<file path="config.mk">
export PLATFORM = sky130hd
export DESIGN_NAME = rpa_ctrl
export DESIGN_NICKNAME = d
export VERILOG_FILES = /design/src/hdl/rpa_pkg.sv /design/src/hdl/rpa_ctrl.sv
export SDC_FILE = /design/constraint.sdc
export NUM_CORES = 1
export LEC_CHECK = 0
export BUFFER_PORTS_ARGS = -buffer_cell sky130_fd_sc_hd__clkbuf_2
export CAP_MARGIN = 5
export CORE_AREA = 4 4 41 43
export CTS_CLUSTER_SIZE = 20
export DETAILED_ROUTE_END_ITERATION = 10
export DIE_AREA = 0 0 45 47
export PLACE_DENSITY = 0.47
export SKIP_LAST_GASP = 1
export SLEW_MARGIN = 20
export SYNTH_ARGS = -nofsm -noshare
export SYNTH_HDL_FRONTEND = slang
export SYNTH_SLANG_ARGS = --single-unit
</file>
<file path="constraint.sdc">
create_clock -name clk -period 1.5 [get_ports clk]
set_clock_uncertainty 0.2 [all_clocks]
set_input_delay 0.45 -clock clk [delete_from_list [all_inputs] [get_ports clk]]
set_output_delay 0.45 -clock clk [all_outputs]
set_load 0.1 [all_outputs]
</file>
<file path="src/hdl/rpa_pkg.sv">
`timescale 1ns / 1ps

package rpa_pkg;

  localparam int ADDR_W   = 40;
  localparam int OP_W     = 3;
  localparam int STATUS_W = 3;
  localparam int BYTES_W  = 28;
  localparam int COUNT_W  = 8;
  localparam int CFG_IDX_W = 2;

  localparam logic [BYTES_W-1:0] BYTES_MAX = {BYTES_W{1'b1}};
  localparam logic [COUNT_W-1:0] COUNT_MAX = {COUNT_W{1'b1}};

  // register indexes on the configuration port
  localparam logic [CFG_IDX_W-1:0] CFG_RAM_BASE   = 2'd0;
  localparam logic [CFG_IDX_W-1:0] CFG_KERNEL_END = 2'd1;
  localparam logic [CFG_IDX_W-1:0] CFG_PHYS_TOP   = 2'd2;

  localparam logic [ADDR_W-1:0] RAM_BASE_RST   = 40'd2147483648;
  localparam logic [ADDR_W-1:0] KERNEL_END_RST = 40'd2147483648;
  localparam logic [ADDR_W-1:0] PHYS_TOP_RST   = 40'd2281701376;

  typedef enum logic [OP_W-1:0] {
    OP_INIT   = 3'd0,
    OP_ALLOC  = 3'd1,
    OP_FREE   = 3'd2,
    OP_INCREF = 3'd3,
    OP_QUERY  = 3'd4
  } op_t;

  typedef enum logic [STATUS_W-1:0] {
    STAT_OK        = 3'd0,
    STAT_OOM       = 3'd1,
    STAT_BAD_ADDR  = 3'd2,
    STAT_COUNT_ERR = 3'd3,
    STAT_COUNT_OVF = 3'd4
  } status_t;

  typedef enum logic [2:0] {
    S_CLEAR,
    S_IDLE,
    S_EXEC,
    S_ALLOC_CHK,
    S_INIT
  } state_t;

  typedef struct packed {
    logic accept;
    logic sweep;
    logic push_en;
    logic exec;
    logic alloc_chk;
    logic emit;
  } ctrl_cmd_t;

  typedef struct packed {
    logic in_init;
    logic alloc_pending;
    logic sweep_last;
  } dp_status_t;

  // unused codes behave as query
  function automatic op_t decode_op(input logic [OP_W-1:0] code);
    op_t res;
    unique case (code)
      3'd0:    res = OP_INIT;
      3'd1:    res = OP_ALLOC;
      3'd2:    res = OP_FREE;
      3'd3:    res = OP_INCREF;
      default: res = OP_QUERY;
    endcase
    return res;
  endfunction

endpackage

</file>
<file path="src/hdl/rpa_ctrl.sv">
`timescale 1ns / 1ps

module rpa_ctrl (
  input  logic               clk,
  input  logic               rst,
  input  logic               start,
  input  rpa_pkg::dp_status_t dp_status,
  output rpa_pkg::ctrl_cmd_t  cmd,
  output logic               busy
);

  import rpa_pkg::*;

  state_t state;
  state_t state_next;

  always_ff @(posedge clk) begin
    if (rst) begin
      state <= S_CLEAR;
    end else begin
      state <= state_next;
    end
  end

  always_comb begin
    state_next = state;
    unique case (state)
      S_CLEAR: begin
        if (dp_status.sweep_last) state_next = S_IDLE;
      end
      S_IDLE: begin
        if (start) state_next = dp_status.in_init ? S_INIT : S_EXEC;
      end
      S_EXEC: begin
        state_next = dp_status.alloc_pending ? S_ALLOC_CHK : S_IDLE;
      end
      S_ALLOC_CHK: begin
        state_next = S_IDLE;
      end
      S_INIT: begin
        if (dp_status.sweep_last) state_next = S_IDLE;
      end
      default: begin
        state_next = S_IDLE;
      end
    endcase
  end

  always_comb begin
    busy          = (state != S_IDLE);
    cmd.accept    = (state == S_IDLE) && start;
    cmd.sweep     = (state == S_CLEAR) || (state == S_INIT);
    cmd.push_en   = (state == S_INIT);
    cmd.exec      = (state == S_EXEC);
    cmd.alloc_chk = (state == S_ALLOC_CHK);
    cmd.emit      = ((state == S_EXEC) && !dp_status.alloc_pending) ||
                    (state == S_ALLOC_CHK) ||
                    ((state == S_INIT) && dp_status.sweep_last);
  end

endmodule

</file>
* After elaboration in Yosys (flattened, before gate mapping)
Cells that the tools add are included.
** Cells by class
- Magnitude comparators :: 0
- Divide/modulo/power cells :: 0
- Bitwise logic cells :: 0
- Multiplexer cells :: 5
- Multiply operators :: 0
- Equality and inequality tests :: 7
- Reduce and logical (&&, ||, !) cells :: 10
- Add/subtract/negate cells :: 0
- Shift operators :: 0
** Operators by type and width (count)
- 3-bit two-way mux :: 3
- 3-bit one-hot mux with 3 select lines :: 1
- 3-bit by 2-bit == test with 1-bit output (second input constant) :: 2
- 3-bit by 1-bit == test with 1-bit output (second input constant) :: 1
- 3-bit == test (second input constant) :: 1
- 1-bit logical AND :: 3
- 3-bit logical NOT :: 1
- 1-bit logical OR :: 3
- 3-bit by 1-bit inequality test with 1-bit output (second input constant) :: 1
- 2-bit two-way mux :: 1
- 2-bit by 1-bit inequality test with 1-bit output (second input constant) :: 1
- 2-bit inequality test (second input constant) :: 1
- 2-bit AND reduction :: 1
- 2-bit OR reduction :: 1
- 1-bit logical NOT :: 1
** Word-level totals
- Bits in latches :: 0
- Bits in writable memories :: 0
- Word-level logic and storage cells :: 23
- Bits of input ports :: 6
- Register bits :: 3
- Bits in read-only memories :: 0
- Output and inout bits :: 7
- Memories :: 0

* Depth between registers and ports, before layout
- Depth after elaboration :: 4
- Gate-level depth with buffers :: 3

* Worst setup path before layout
Ideal clock, no wire load.
- Kind :: flip-flop to output port
- From :: register state[0]
- To :: output cmd[0] in the netlist's numbering
- Data required time :: 850 ps
- Buffers on the path :: 1
- Data arrival time :: 2735 ps
- Setup slack :: -1885 ps
- Stages on the path, launching flop included :: 4
- Path through :: dfxtp_1 buf_6 nor2_1 a32o_1
** RTL lines
- start, declared :: RTL line rpa_ctrl.sv:14 : state_t state;
- start signal, assigned :: RTL line rpa_ctrl.sv:21 : state <= state_next;
- end, declared :: RTL line rpa_ctrl.sv:8 : output rpa_pkg::ctrl_cmd_t cmd,

* Final worst setup path
- From :: register state[0]
- To :: output busy
** Between the ends
- Longest elaborated chain between the ends :: 1
** RTL lines
- 3-bit by 1-bit inequality test with 1-bit output :: RTL line rpa_ctrl.sv:50 : busy = (state != S_IDLE);
- end, declared :: RTL line rpa_ctrl.sv:9 : output logic busy
No other way between the ends.

==> run_results.csv <==
group,metric,value,unit
run_status,status,"complete, but fails checks",
run_status,violations,"setup timing",
yosys,yosys.area.top_type,"dfxtp_1",
timing,finalHoldViolations,0,
yosys,synthesis.nets,27,
timing,period_share,121.9,%
flow_run,maxCapViolCount,0,
global_route,first_global_vias,293,
floorplanning,ios,13,
pwr,ir_drop,0.0003100,V
finish,diodes,0,
pwr,power_leakage,0.2248,nW
worst_setup_path,crit_required,0.85,ns
cts,holdBufCountCts,0,
placed_design,dpl.hpwl,549.2,µm
yosys,synth_cell_types,17,
cts,worstSkewPairLatency,0.23,ns
timing,slew_headroom,88.73,%
detailed_routing,wl,643,µm
finish,largest-register,"state",
timing,fmax,0.5468,GHz
timing,setup_viol_count_final,7,
global_route,grt_overflow_total,0,
worst_setup_path,critPathKind,"flop to primary output",
worst_setup_path,start_kind,"flop",
yosys,syn_area,212.7,µm²
timing,worstMarginPinSlew,0.1678,ns
pwr,total_power,414.6,µW
global_route,grt_max_degree,9,
hold_path,hp-class,"primary input to flop",
yosys,synthTopCellsByArea,"dfxtp_1, or3b_1, a211oi_2, and4bb_2, buf_6",
detailed_routing,first_iter_violations,1,
cts,cts_tree,"done",
pwr,power.density,774.3,nW/µm²
worst_setup_path,worstPathMaxFanout,7,
finish,fin_util,41.15,%
finish,largest_reg_flops,3,
placed_design,io_buffer_count,12,
yosys,ys_seq_area_share,28.24,%
cts,path_clk_slew,0.04,ns
worst_setup_path,end_kind,"primary output",
worst_setup_path,cp.arrival,1.18,ns
detailed_routing,wl_per_cell,10.72,µm
detailed_routing,antenna_left,0,
detailed_routing,num_vias,250,
global_route,antenna_found_initial,0,
detailed_routing,dr.pass1.iters,4,
floorplanning,start_util,16.35,%
finish,final_cell_mix,"buf_12, buf_4, clkbuf_2",
timing,finalCriticalPeriod,1.829,ns
timing,rsz0062_at_grt,"true",
yosys,syn_inst,21,
finish,reg.largest.list,"state x3",
cts,cts_sinks,3,
detailed_routing,drc_errors,0,
placed_design,routabilityCongestion,0.7199,
global_route,grt_pass1_wl,1131,µm
finish,drive_gt1_share,82.22,%
cts,numCtsBuffers,3,
yosys,yosysWarningCount,0,
yosys,avgSynthCellArea,10.13,µm²
floorplanning,chipHeight,47,µm
floorplanning,row_count,13,
timing,setup_slack,-0.3289,ns
finish,num-nets-final,52,
detailed_routing,drt-vias-per-instance,4.167,
cts,clk_path_buf_depth,2,
global_route,track_usage,7.256,%
cts,htreeDepth,1,
floorplanning,die_w,45,µm
floorplanning,coreArea,1301,µm²
yosys,postSynthRegisterBits,3,
floorplanning,die-area,2115,µm²
timing,slew_violations,0,
yosys,synth.top_cell.area_share,28.24,%
cts,root_buffer,"clkbuf_4",
finish,area_delta_synth_final,151.8,%
path summary, 6_finish.rpt:
check / startpoint / end / slack, ns / cells past startpoint
min reg2reg: state[1]$_SDFFE_PP0P_ / state[1]$_SDFFE_PP0P_ / 0.35 / 2
max: state[0]$_SDFFE_PP0P_ / busy / -0.33 / 2
max reg2reg: state[0]$_SDFFE_PP0P_ / state[2]$_SDFFE_PP0P_ / 0.12 / 3
min: rst / state[2]$_SDFFE_PP0P_ / 0.21 / 2
metal layers:
layer	global-route usage, %	part of all wire (%)
met2	13.28	58
met4	4.094	0
met5	0	0
met1	6.561	35
met3	3.448	6.2
synth_stat cells:
cell / n
nor2b_1: 1
and2b_2: 1
and2_1: 1
nand4b_1: 1
nand4bb_1: 1
nand2b_2: 1
or3b_1: 2
and4bb_2: 1
buf_6: 1
a211oi_1: 1
dfxtp_1: 3
nor2_1: 1
a211oi_2: 1
and3b_2: 1
nor3_1: 2
a32o_1: 1
nand3b_1: 1
repair_timing:
action,in CTS,in global routing
cloned,0,0
buffers inserted,1,0
gates resized for setup,8,0
pin swaps,3,1
endpoints found under the setup margin,8,7
power breakdown:
part           internal [mW]  switching [mW]  total, mW
Clock                 0.0996          0.0397      0.139
Combinational         0.0829           0.101      0.184
Sequential            0.0821         0.00907     0.0911
Total                  0.264           0.150      0.415
logic make-up after synthesis:
kind of cell / after synthesis / share of synthesized area, %
buf+inv: 1 / 5.294
flops: 3 / 28.24
compound gates: 3 / 14.12
simple gates: 14 / 52.36
metrics by stage:
step           instance area [µm²]  hold WS (ns)  TNS, ns  cells  setup WS (ns)
2_1_floorplan                246.5        0.2613   -1.880     21        -0.5692
3_3_place_gp                 479.2        0.3428  -0.6572     55        -0.1951
3_5_place_dp                 479.2        0.3424  -0.7402     55        -0.2055
4_1_cts                      535.5        0.2101   -1.917     60        -0.3363
5_1_grt                      535.5        0.2111   -2.125     60        -0.3550
6_report                     535.5        0.2139   -1.870     60        -0.3289
cell type report:
type	instances	area, µm²
tap	15	18.77
clock buffer	4	26.28
multi-input combinational	17	178.9
timing repair buffer	21	240.2
fill	133	765.7
sequential	3	71.32
worst max-delay path, cell delays in order (launching register included):
cell,delay [ns]
dfxtp_4,0.38
or3b_4,0.40
buf_12,0.17
Note: power is estimated with default switching activity, not from simulation.
